`src/hdl/h2r_pkg.sv`:
```
`default_nettype none
package h2r_pkg;

  localparam logic [8:0]  BrightnessReset = 9'd64;
  localparam logic [13:0] HueRecip        = 14'd11650;  // floor(2^22 / 360)
  localparam int unsigned HueRecipShift   = 22;
  localparam int unsigned HueRange        = 360;
  localparam int unsigned SectorSpan      = 60;
  localparam logic [7:0]  ChanMax         = 8'd255;

  localparam logic CmdHsv    = 1'b0;
  localparam logic CmdDirect = 1'b1;

  typedef enum logic [2:0] {
    SecRed     = 3'd0,
    SecYellow  = 3'd1,
    SecGreen   = 3'd2,
    SecCyan    = 3'd3,
    SecBlue    = 3'd4,
    SecMagenta = 3'd5
  } h2r_sector_e;

  typedef struct packed {
    logic       cmd;
    logic [2:0] led;
    logic [7:0] sat;
    logic [7:0] val;
    logic [7:0] red;
    logic [7:0] green;
    logic [7:0] blue;
  } h2r_item_t;

  typedef struct packed {
    h2r_item_t   item;
    logic [7:0]  p;
    h2r_sector_e sector;
    logic [5:0]  rem;
  } h2r_hue_t;

  typedef struct packed {
    logic [2:0] led;
    logic [7:0] red;
    logic [7:0] green;
    logic [7:0] blue;
  } h2r_conv_t;

  // exact floor(x / 255) for x below 65280
  function automatic logic [7:0] div255(input logic [15:0] x);
    logic [16:0] t;
    t = 17'(x) + 17'd1 + 17'(x[15:8]);
    return t[15:8];
  endfunction

endpackage
`default_nettype wire

```
`src/hdl/h2r_hue.sv`:
```
`default_nettype none
module h2r_hue (
  input  wire logic               clk_i,
  input  wire logic               rst_ni,
  input  wire logic               in_valid_i,
  output logic                    in_ready_o,
  input  wire h2r_pkg::h2r_item_t in_item_i,
  input  wire logic [15:0]        in_hue_i,
  output logic                    out_valid_o,
  input  wire logic               out_ready_i,
  output h2r_pkg::h2r_hue_t       out_data_o
);

  logic v1_q, v2_q, v3_q;
  logic en1, en2, en3;

  assign en3 = !v3_q || out_ready_i;
  assign en2 = !v2_q || en3;
  assign en1 = !v1_q || en2;
  assign in_ready_o  = en1;
  assign out_valid_o = v3_q;

  always_ff @(posedge clk_i or negedge rst_ni) begin
    if (!rst_ni) begin
      v1_q <= 1'b0;
      v2_q <= 1'b0;
      v3_q <= 1'b0;
    end else begin
      if (en1) v1_q <= in_valid_i;
      if (en2) v2_q <= v1_q;
      if (en3) v3_q <= v2_q;
    end
  end

  // stage 1: quotient estimate of hue / 360, v * (255 - s)
  h2r_pkg::h2r_item_t item1_q;
  logic [15:0] hue1_q;
  logic [7:0]  qe1_q, qe1_d;
  logic [15:0] pv1_q, pv1_d;
  logic [29:0] hq;

  always_comb begin
    hq    = 30'(in_hue_i) * 30'(h2r_pkg::HueRecip);
    qe1_d = hq[29:h2r_pkg::HueRecipShift];
    pv1_d = 16'(in_item_i.val) * 16'(h2r_pkg::ChanMax - in_item_i.sat);
  end

  always_ff @(posedge clk_i) begin
    if (en1 && in_valid_i) begin
      item1_q <= in_item_i;
      hue1_q  <= in_hue_i;
      qe1_q   <= qe1_d;
      pv1_q   <= pv1_d;
    end
  end

  // stage 2: hue mod 360 with one correction, p
  h2r_pkg::h2r_item_t item2_q;
  logic [8:0]  h2_q, h2_d;
  logic [7:0]  p2_q;
  logic [16:0] hr;

  always_comb begin
    hr = {1'b0, hue1_q} - 17'(qe1_q) * 17'(h2r_pkg::HueRange);
    if (hr >= 17'(h2r_pkg::HueRange)) begin
      h2_d = 9'(hr - 17'(h2r_pkg::HueRange));
    end else begin
      h2_d = hr[8:0];
    end
  end

  always_ff @(posedge clk_i) begin
    if (en2 && v1_q) begin
      item2_q <= item1_q;
      h2_q    <= h2_d;
      p2_q    <= h2r_pkg::div255(pv1_q);
    end
  end

  // stage 3: sector and remainder within it
  h2r_pkg::h2r_sector_e sec_d;
  logic [8:0] base;

  always_comb begin
    if (h2_q >= 9'(5 * h2r_pkg::SectorSpan)) begin
      sec_d = h2r_pkg::SecMagenta;
      base  = 9'(5 * h2r_pkg::SectorSpan);
    end else if (h2_q >= 9'(4 * h2r_pkg::SectorSpan)) begin
      sec_d = h2r_pkg::SecBlue;
      base  = 9'(4 * h2r_pkg::SectorSpan);
    end else if (h2_q >= 9'(3 * h2r_pkg::SectorSpan)) begin
      sec_d = h2r_pkg::SecCyan;
      base  = 9'(3 * h2r_pkg::SectorSpan);
    end else if (h2_q >= 9'(2 * h2r_pkg::SectorSpan)) begin
      sec_d = h2r_pkg::SecGreen;
      base  = 9'(2 * h2r_pkg::SectorSpan);
    end else if (h2_q >= 9'(h2r_pkg::SectorSpan)) begin
      sec_d = h2r_pkg::SecYellow;
      base  = 9'(h2r_pkg::SectorSpan);
    end else begin
      sec_d = h2r_pkg::SecRed;
      base  = 9'd0;
    end
  end

  always_ff @(posedge clk_i) begin
    if (en3 && v2_q) begin
      out_data_o.item   <= item2_q;
      out_data_o.p      <= p2_q;
      out_data_o.sector <= sec_d;
      out_data_o.rem    <= 6'(h2_q - base);
    end
  end

endmodule
`default_nettype wire

```
`src/hdl/h2r_chan.sv`:
```
`default_nettype none
module h2r_chan (
  input  wire logic              clk_i,
  input  wire logic              rst_ni,
  input  wire logic              in_valid_i,
  output logic                   in_ready_o,
  input  wire h2r_pkg::h2r_hue_t in_data_i,
  output logic                   out_valid_o,
  input  wire logic              out_ready_i,
  output h2r_pkg::h2r_conv_t     out_data_o
);

  logic v4_q, v5_q, v6_q, v7_q;
  logic en4, en5, en6, en7;

  assign en7 = !v7_q || out_ready_i;
  assign en6 = !v6_q || en7;
  assign en5 = !v5_q || en6;
  assign en4 = !v4_q || en5;
  assign in_ready_o  = en4;
  assign out_valid_o = v7_q;

  always_ff @(posedge clk_i or negedge rst_ni) begin
    if (!rst_ni) begin
      v4_q <= 1'b0;
      v5_q <= 1'b0;
      v6_q <= 1'b0;
      v7_q <= 1'b0;
    end else begin
      if (en4) v4_q <= in_valid_i;
      if (en5) v5_q <= v4_q;
      if (en6) v6_q <= v5_q;
      if (en7) v7_q <= v6_q;
    end
  end

  // stage 4: f = rem * 255 / 60 = rem * 17 / 4, s*f and s*(255-f)
  h2r_pkg::h2r_item_t   item4_q;
  logic [7:0]           p4_q;
  h2r_pkg::h2r_sector_e sec4_q;
  logic [15:0]          sf4_q, sg4_q;
  logic [9:0]           f17;
  logic [7:0]           f;

  always_comb begin
    f17 = 10'(in_data_i.rem) * 10'd17;
    f   = f17[9:2];
  end

  always_ff @(posedge clk_i) begin
    if (en4 && in_valid_i) begin
      item4_q <= in_data_i.item;
      p4_q    <= in_data_i.p;
      sec4_q  <= in_data_i.sector;
      sf4_q   <= 16'(in_data_i.item.sat) * 16'(f);
      sg4_q   <= 16'(in_data_i.item.sat) * 16'(h2r_pkg::ChanMax - f);
    end
  end

  // stage 5: 255 - s*f/255 and 255 - s*(255-f)/255
  h2r_pkg::h2r_item_t   item5_q;
  logic [7:0]           p5_q, a5_q, b5_q;
  h2r_pkg::h2r_sector_e sec5_q;

  always_ff @(posedge clk_i) begin
    if (en5 && v4_q) begin
      item5_q <= item4_q;
      p5_q    <= p4_q;
      sec5_q  <= sec4_q;
      a5_q    <= h2r_pkg::ChanMax - h2r_pkg::div255(sf4_q);
      b5_q    <= h2r_pkg::ChanMax - h2r_pkg::div255(sg4_q);
    end
  end

  // stage 6: v * a, v * b
  h2r_pkg::h2r_item_t   item6_q;
  logic [7:0]           p6_q;
  h2r_pkg::h2r_sector_e sec6_q;
  logic [15:0]          va6_q, vb6_q;

  always_ff @(posedge clk_i) begin
    if (en6 && v5_q) begin
      item6_q <= item5_q;
      p6_q    <= p5_q;
      sec6_q  <= sec5_q;
      va6_q   <= 16'(item5_q.val) * 16'(a5_q);
      vb6_q   <= 16'(item5_q.val) * 16'(b5_q);
    end
  end

  // stage 7: q, t and sector select
  logic [7:0] q, t, v, p;
  logic [7:0] r_d, g_d, b_d;

  always_comb begin
    q = h2r_pkg::div255(va6_q);
    t = h2r_pkg::div255(vb6_q);
    v = item6_q.val;
    p = p6_q;
    case (sec6_q)
      h2r_pkg::SecRed:    begin r_d = v; g_d = t; b_d = p; end
      h2r_pkg::SecYellow: begin r_d = q; g_d = v; b_d = p; end
      h2r_pkg::SecGreen:  begin r_d = p; g_d = v; b_d = t; end
      h2r_pkg::SecCyan:   begin r_d = p; g_d = q; b_d = v; end
      h2r_pkg::SecBlue:   begin r_d = t; g_d = p; b_d = v; end
      default:            begin r_d = v; g_d = p; b_d = q; end
    endcase
    if (item6_q.cmd == h2r_pkg::CmdDirect) begin
      r_d = item6_q.red;
      g_d = item6_q.green;
      b_d = item6_q.blue;
    end else if (item6_q.sat == 8'd0) begin
      r_d = v;
      g_d = v;
      b_d = v;
    end
  end

  always_ff @(posedge clk_i) begin
    if (en7 && v6_q) begin
      out_data_o.led   <= item6_q.led;
      out_data_o.red   <= r_d;
      out_data_o.green <= g_d;
      out_data_o.blue  <= b_d;
    end
  end

endmodule
`default_nettype wire

```
`src/hdl/h2r_scale.sv`:
```
`default_nettype none
module h2r_scale (
  input  wire logic               clk_i,
  input  wire logic               rst_ni,
  input  wire logic [8:0]         brightness_i,
  input  wire logic               in_valid_i,
  output logic                    in_ready_o,
  input  wire h2r_pkg::h2r_conv_t in_data_i,
  output logic                    out_valid_o,
  input  wire logic               out_ready_i,
  output h2r_pkg::h2r_conv_t      out_conv_o,
  output logic [23:0]             out_word_o
);

  logic v8_q, v9_q;
  logic en8, en9;

  assign en9 = !v9_q || out_ready_i;
  assign en8 = !v8_q || en9;
  assign in_ready_o  = en8;
  assign out_valid_o = v9_q;

  always_ff @(posedge clk_i or negedge rst_ni) begin
    if (!rst_ni) begin
      v8_q <= 1'b0;
      v9_q <= 1'b0;
    end else begin
      if (en8) v8_q <= in_valid_i;
      if (en9) v9_q <= v8_q;
    end
  end

  // stage 8: channel * gain
  h2r_pkg::h2r_conv_t conv8_q;
  logic [16:0] pr8_q, pg8_q, pb8_q;

  always_ff @(posedge clk_i) begin
    if (en8 && in_valid_i) begin
      conv8_q <= in_data_i;
      pr8_q   <= 17'(in_data_i.red)   * 17'(brightness_i);
      pg8_q   <= 17'(in_data_i.green) * 17'(brightness_i);
      pb8_q   <= 17'(in_data_i.blue)  * 17'(brightness_i);
    end
  end

  // stage 9: drop the fraction, clamp, pack
  function automatic logic [7:0] clamp8(input logic [16:0] x);
    return x[16] ? h2r_pkg::ChanMax : x[15:8];
  endfunction

  always_ff @(posedge clk_i) begin
    if (en9 && v8_q) begin
      out_conv_o <= conv8_q;
      out_word_o <= {clamp8(pr8_q), clamp8(pg8_q), clamp8(pb8_q)};
    end
  end

endmodule
`default_nettype wire

```
`src/hdl/hsv_to_rgb_led_word_top.sv`:
```
`default_nettype none
// Channel  Dir  Handshake                    Payload
// s_axis   in   s_axis_tvalid/s_axis_tready  tuser cmd, tdata 64 bits
// m_axis   out  m_axis_tvalid/m_axis_tready  tdata 56 bits
// cfg      in   cfg_valid/cfg_ready          cfg_data brightness, 9 bits
//
// One request per clock sustained while m_axis_tready stays high.
// Each request passes through nine register stages: two for hue reduction, sector split,
// three multiply/divide-by-255 steps, channel select, gain multiply, clamp/pack.
// Reset clears all valid bits and loads brightness 64; cfg_ready is always high.
// Each stage holds while the one after it is full and stalled; bubbles collapse.
module hsv_to_rgb_led_word_top (
  input  wire logic        clk_i,
  input  wire logic        rst_ni,
  input  wire logic        s_axis_tvalid,
  output logic             s_axis_tready,
  input  wire logic [63:0] s_axis_tdata,   // led_index, hue, saturation,
                                           // brightness_value, red_in, green_in,
                                           // blue_in
  input  wire logic        s_axis_tuser,   // cmd
  output logic             m_axis_tvalid,
  input  wire logic        m_axis_tready,
  output logic [55:0]      m_axis_tdata,   // led_index_out, led_word, conv_red,
                                           // conv_green, conv_blue
  input  wire logic        cfg_valid,
  output logic             cfg_ready,
  input  wire logic [8:0]  cfg_data        // brightness
);

  logic [8:0] brightness_q;

  assign cfg_ready = 1'b1;

  always_ff @(posedge clk_i or negedge rst_ni) begin
    if (!rst_ni) begin
      brightness_q <= h2r_pkg::BrightnessReset;
    end else if (cfg_valid) begin
      brightness_q <= cfg_data;
    end
  end

  h2r_pkg::h2r_item_t in_item;
  logic [15:0]        in_hue;

  always_comb begin
    in_item.cmd   = s_axis_tuser;
    in_item.led   = s_axis_tdata[2:0];
    in_hue        = s_axis_tdata[18:3];
    in_item.sat   = s_axis_tdata[26:19];
    in_item.val   = s_axis_tdata[34:27];
    in_item.red   = s_axis_tdata[42:35];
    in_item.green = s_axis_tdata[50:43];
    in_item.blue  = s_axis_tdata[58:51];
  end

  logic               hue_valid, hue_ready;
  h2r_pkg::h2r_hue_t  hue_data;
  logic               conv_valid, conv_ready;
  h2r_pkg::h2r_conv_t conv_data;
  h2r_pkg::h2r_conv_t out_conv;
  logic [23:0]        out_word;

  h2r_hue u_hue (
    .clk_i       (clk_i),
    .rst_ni      (rst_ni),
    .in_valid_i  (s_axis_tvalid),
    .in_ready_o  (s_axis_tready),
    .in_item_i   (in_item),
    .in_hue_i    (in_hue),
    .out_valid_o (hue_valid),
    .out_ready_i (hue_ready),
    .out_data_o  (hue_data)
  );

  h2r_chan u_chan (
    .clk_i       (clk_i),
    .rst_ni      (rst_ni),
    .in_valid_i  (hue_valid),
    .in_ready_o  (hue_ready),
    .in_data_i   (hue_data),
    .out_valid_o (conv_valid),
    .out_ready_i (conv_ready),
    .out_data_o  (conv_data)
  );

  h2r_scale u_scale (
    .clk_i        (clk_i),
    .rst_ni       (rst_ni),
    .brightness_i (brightness_q),
    .in_valid_i   (conv_valid),
    .in_ready_o   (conv_ready),
    .in_data_i    (conv_data),
    .out_valid_o  (m_axis_tvalid),
    .out_ready_i  (m_axis_tready),
    .out_conv_o   (out_conv),
    .out_word_o   (out_word)
  );

  assign m_axis_tdata = {5'd0, out_conv.blue, out_conv.green, out_conv.red,
                         out_word, out_conv.led};

endmodule
`default_nettype wire

```
`config.mk`:
```
export PLATFORM = sky130hd
export DESIGN_NAME = hsv_to_rgb_led_word_top
export DESIGN_NICKNAME = d
export VERILOG_FILES = /design/src/hdl/h2r_pkg.sv /design/src/hdl/h2r_hue.sv /design/src/hdl/h2r_chan.sv /design/src/hdl/h2r_scale.sv /design/src/hdl/hsv_to_rgb_led_word_top.sv
export SDC_FILE = /design/constraint.sdc
export NUM_CORES = 2
export LEC_CHECK = 0
export BUFFER_PORTS_ARGS = -buffer_cell sky130_fd_sc_hd__buf_2
export CORE_AREA = 2 2 215 375
export CTS_CLUSTER_SIZE = 28
export DETAILED_ROUTE_END_ITERATION = 6
export DIE_AREA = 0 0 217 377
export GPL_ROUTABILITY_DRIVEN = 0
export GPL_TIMING_DRIVEN = 0
export PLACE_DENSITY_LB_ADDON = 0.15
export SETUP_SLACK_MARGIN = 0.1
export SLEW_MARGIN = 30
export SYNTH_ARGS = -nofsm -noshare
export SYNTH_HDL_FRONTEND = slang
export SYNTH_HIERARCHICAL = 1
export SYNTH_SLANG_ARGS = --single-unit
```
`constraint.sdc`:
```
create_clock -name clk_i -period 7.9 [get_ports clk_i]
set_input_delay 1.185 -clock clk_i [delete_from_list [all_inputs] [get_ports clk_i]]
set_output_delay 1.185 -clock clk_i [all_outputs]
set_load 0.05 [all_outputs]
```
# Word level (Yosys, flattened, before mapping)
# Cells that the tools add are included.
[classes]
addsub = 17
multipliers = 11
order_cmp = 6
n_eq_ne = 4
mux = 19
reduce_logical = 34
[op_table]
columns = ["operator", "count"]
rows = [
  ["16-bit by 1-bit adder with 16-bit output (second input constant)", 5],
  ["16-bit by 8-bit adder with 16-bit output", 5],
  ["8-bit one-hot mux with 3 select lines", 3],
  ["8-bit by 9-bit multiplier with 17-bit output", 3],
  ["8-bit by 8-bit multiplier with 16-bit output", 3],
  ["8-bit 2-to-1 mux", 6],
  ["8-bit by 16-bit multiplier with 16-bit output", 2],
  ["6-bit 2-to-1 mux", 5],
  ["16-bit by 13-bit multiplier with 29-bit output (second input constant)", 1],
  ["9-bit by 8-bit >= comparator with 1-bit output (second input constant)", 2],
  ["8-bit by 8-bit subtractor with 9-bit output (first input constant)", 2],
  ["17-bit by 9-bit >= comparator with 1-bit output (second input constant)", 1],
  ["16-bit by 17-bit subtractor with 17-bit output", 1],
  ["8-bit subtractor (first input constant)", 2],
  ["8-bit by 6-bit multiplier with 14-bit output (second input constant)", 1],
  ["6-bit by 5-bit multiplier with 10-bit output (second input constant)", 1],
  ["2-bit OR reduction", 5],
  ["9-bit by 6-bit >= comparator with 1-bit output (second input constant)", 1],
  ["9-bit by 7-bit >= comparator with 1-bit output (second input constant)", 1],
  ["9-bit >= comparator (second input constant)", 1],
  ["1-bit logical AND", 9],
  ["1-bit logical NOT", 9],
  ["1-bit logical OR", 9],
  ["9-bit 2-to-1 mux", 1],
  ["other kinds (9)", 12],
]
[totals]
regBits = 625
inputBits = 79

# Longest topological paths before layout
[depth]
depth_word = 11
depth_mapped = 24
ltp_nobuf = 24

# By module
# Netlist, hierarchy kept.
[by_module_without_submodules]
columns = ["mod", "instances", "cells_each", "area_per_inst_um2"]
rows = [
  ["h2r_chan", 1, 1681, 19256.0],
  ["h2r_hue", 1, 1017, 13294.0],
  ["h2r_scale", 1, 891, 9962.1],
  ["hsv_to_rgb_led_word_top", 1, 27, 425.4],
]

# Worst setup path before layout
# No wires, ideal clock.
[synth_timing]
kind = "register -> register"
startpoint = "register u_hue/out_data_o[5] in the netlist's numbering"
endpoint = "register u_chan.sf4_q[15], data pin"
t_arrival_ns = 5.683
setup_slack_ns = 1.958
path_stages_with_launch = 23
synth_period_minus_slack_ns = 5.942
cell_sequence = "edfxtp_1 > ha_1 > ha_1 > fa_1 > nand3_1 > xor2_1 > clkbuf_1 > nand2b_1 > fa_1 > fa_1 > inv_1 > fa_1 > inv_1 > fa_1 > inv_1 > ha_1 > o21a_1 > o31a_1 > o211ai_1 > a21oi_1 > a2111oi_2 > a21oi_1 > xnor2_1"
[synth_between]
elab_chain_len = 2
[synth_rtl]
columns = ["element", "line_no", "text"]
rows = [
  ["start: declaration", "h2r_hue.sv:11", "output h2r_pkg::h2r_hue_t out_data_o"],
  ["6-bit by 5-bit multiplier with 10-bit output", "h2r_chan.sv:46", "f17 = 10'(in_data_i.rem) * 10'd17;"],
  ["8-bit by 8-bit multiplier with 16-bit output", "h2r_chan.sv:55", "sf4_q <= 16'(in_data_i.item.sat) * 16'(f);"],
  ["end signal: assignment", "h2r_chan.sv:55", ""],
  ["end: declaration", "h2r_chan.sv:41", "logic [15:0] sf4_q, sg4_q;"],
]
# Every way passes these cells.
# A chain may end at the register's enable or synchronous reset.

# Worst setup path in the final report
# Same ends and word-level chain as after synthesis.

==> summary.txt <==
GRT
  • Largest net degree at the start of global routing: 53
  • Met2 Use GR: between 40% and 50%
  • Layer with the highest usage: met2
  • Vias in the first global route: ~29000
  • GRT overflow: 0
  • GRT met1 Usage: about a fifth
  • Global-route usage over all layers: a little under a quarter
  • Met3 usage: 2.78%
  • Global-route wire length before repair: between 100000 and 150000 um
  • Initial antenna violation count: 0

Worst setup path
  • Highest-delay cell along the critical path: fa_1
  • Critical Path Sink Type: register
  • Setup crit start kind: register
  • Family with the most delay on the worst path: adder cells
  • Worst Path Required: slightly above 8 ns
  • Reg2Reg Capture Point: u_chan/sf4_q[15]$_DFFE_PP_
  • Crit path from: u_hue/out_data_o[5]$_DFFE_PP_
  • Crit-path cells: ha_1 > ha_1 > fa_1 > nand3_1 > xor2_1 > clkbuf_1 > nand2b_1 > fa_1 > fa_1 > inv_1 > fa_1 > inv_1 > fa_1 > inv_1 > ha_1 > o21a_1 > o31a_1 > o211ai_1 > a21oi_1 > a2111oi_2 > a21oi_1 > xnor2_1
  • WP buf/inv: 4
  • Critical path class: reg -> reg
  • Max stage delay on crit path: 0.55 ns
  • Crit path top cell by count: fa_1
  • R2r setup slk: 1.01 ns
  • Crit path capture: u_chan/sf4_q[15]$_DFFE_PP_
  • FF-to-FF Start: u_hue/out_data_o[5]$_DFFE_PP_
  • Top fanout value on the critical path: 10
  • R2R depth: 22
  • Crit path depth: 22
  • Worst EP arrival: roughly 7.3 ns

Die
  • Chip width: between 200 and 250 um
  • Die Y: 377 um
  • Ports: around 140
  • Number of cell rows: about 140
  • Die Area: just over 80000 um2
  • Core Area: between 70000 and 80000 um2
  • Initial Util: 54.6%

Synth
  • Synth cell types: 95
  • Syn Area/Cell: about 12 um2
  • Post-synth top area share: 40.8%
  • Yosys Warn Count: 6
  • Area contributors post-synth: edfxtp_1 41%, fa_1 17%, ha_1 13%
  • Commonest cells post-synth: 583 x edfxtp_1, 582 x inv_1, 450 x ha_1
  • Cells after Synth: ~3600
  • Post-Syn Area: roughly 43000 um2
  • Post-synth ARST share: roughly 3.0%
  • Most numerous cell in the Yosys netlist: edfxtp_1
  • Synth Register Bits: around 600
  • Cell taking the most area after synthesis: edfxtp_1
  • Sequential fraction of the synthesis area: a little over two fifths
  • Top_reg_cell synth: edfxtp_1
  • EDFF count, synth: roughly 580

Status
  • Status: complete, no violations

Cells and area
  • Fill cells: 6532
  • Number of diodes: 0
  • Share of cells above drive strength 1: under 10%
  • # nets final: about 4700
  • Footprint of the multi-input gates: 22500 um2
  • Reg area: between 15000 and 20000 um2
  • Area Growth Syn to Fin: 9.62%

Job
  • Max-cap violations: 0

Timing
  • Unrepaired setup endpoints after global routing: no
  • Max-slew headroom: 34.2%
  • Final Setup Violations: 0
  • Highest clock rate: between 100 and 150 MHz
  • Clock Skew: 0.0349 ns
  • Slew Limit Fails: 0
  • Final setup TNS: 0 ns
  • Slew @ Worst Pin: around 1 ns
  • Final hold violation count: 0
  • Period utilisation layout: ~87%
  • Final WS setup: 1.01 ns
  • Tmin final: around 6.9 ns

Clock tree
  • Num CTS Buffers: 56
  • Setup bufs post-CTS: 0
  • Clock Latency Late Sink: approximately 0.65 ns
  • Post-CTS sizing: 0
  • CTS sink count: about 600
  • Root Buffer: clkbuf_16
  • Clk pin slew, worst setup/hold paths: ~0.070 ns
  • Max Buffers Root-to-Sink: 3
  • H-tree depth: 2
  • CTS tree: done
  • Hold buffers post-CTS: 0

Placed design
  • PortBufs: about 130
  • Hpwl dp: approximately 73000 um
  • Worst slack, placed: ~1.0 ns

Min path
  • Hold Path Class: reg -> reg

Routing
  • Routed WL per cell: ~19 um
  • Final wirelength: 91300 um
  • Remaining DRCs: 0
  • Routed vias: roughly 27000
  • DR vias/cell: around 5.4
  • Pre-antenna DRT Iters: 5
  • DRT iter0 DRCs: roughly 1200
  • Post-route antenna net violation count: 0
## area by class of cell
class / instances / share of cell area (%)
Inverter: 584 / 4.66
Sequential cell: 601 / 38.2
Buffer: 78 / 0.760
Clock inverter: 42 / 1.06
Timing Repair Buffer: 135 / 1.82
Tap cell: 1035 / 2.75
Clock buffer: 63 / 3.05
Multi-Input combinational cell: 2357 / 47.7
## state kept, by name, indices dropped and copies added, names as in the netlist, 24 cells and up
register and flops:
u_scale/conv8_q 27, u_chan/out_data_o 27, u_hue/out_data_o 61, u_chan/item4_q 44
u_hue/item2_q 44, u_chan/item6_q 36, u_scale/out_conv_o 27, u_scale/out_word_o 24
u_hue/item1_q 44, u_chan/item5_q 44
## logic make-up after synthesis
group	after synthesis	synth area share (%)
compound gates	428	6.61
buf+inv	662	5.94
flops	601	41.8
simple gates	950	12.1
other cells	2	0.0175
xor+xnor	144	2.99
mux	16	0.478
fa+ha+maj	813	30.0
## per-layer routing
layer	part of all wire (%)	vias up
met4	6.8	0
met3	3.4	283
met5	0	-
met1	32	13000
li1	-	12600
met2	58	629
## placed cells by master (no fill, tap or decap), types with 16 or more instances in the layout
master and n:
inv_1 582, and2_1 295, buf_2 129, o21a_1 22
nand3_1 41, nand4_1 20, nand2b_1 72, nand2_1 213
or2_2 29, xor2_1 52, clkbuf_1 68, edfxtp_1 583
dfrtp_1 17, nor3_1 20, o21ai_1 17, ha_1 450
a21oi_1 135, and3_1 16, a21o_1 38, nor2_1 91
clkbuf_16 56, nor2b_1 90, o21ai_0 61, fa_1 363
xnor2_1 89
## through the flow
step	hold slack, ns	utilization [%]	std cells	area, um2
after floorplan	0.400	-	3620	43000
after global placement	0.400	57.1	4780	44900
after detailed placement	0.405	57.4	4790	45100
after CTS	0.389	59.9	4895	47100
after global routing	0.392	59.9	4895	47100
final	0.389	59.9	4895	47100
## worst min-delay path by stage
stage,to,start,depth (start not counted),slack [ns]
floorplan,u_chan/item4_q[0]$_DFFE_PP_,u_hue/out_data_o[17]$_DFFE_PP_,0,0.40
global placement,u_hue/item2_q[34]$_DFFE_PP_,u_hue/item1_q[34]$_DFFE_PP_,0,0.40
detailed placement,u_chan/item4_q[11]$_DFFE_PP_,u_hue/out_data_o[28]$_DFFE_PP_,0,0.40
CTS,u_chan/item6_q[43]$_DFFE_PP_,u_chan/item5_q[43]$_DFFE_PP_,0,0.39
global route,u_chan/p5_q[0]$_DFFE_PP_,u_chan/p4_q[0]$_DFFE_PP_,0,0.39
finish,u_chan/item6_q[43]$_DFFE_PP_,u_chan/item5_q[43]$_DFFE_PP_,0,0.39
## worst reg2reg max path, stage by stage, from the launching register on
cell       delay, ns
edfxtp_1        0.42
ha_1            0.30
ha_1            0.23
fa_1            0.46
nand3_1         0.14
xor2_1          0.49
clkbuf_1        0.40
nand2b_1        0.20
fa_1            0.44
fa_1            0.55
inv_1           0.06
fa_1            0.55
inv_1           0.07
fa_1            0.53
inv_1           0.04
ha_1            0.33
o21a_1          0.12
o31a_1          0.13
o211ai_1        0.29
a21oi_1         0.14
a2111oi_2       0.43
a21oi_1         0.15
xnor2_1         0.17
Power is left out: the tool's default activity adds up to more than one toggle a clock period on the data nets, which glitch-free logic cannot reach.
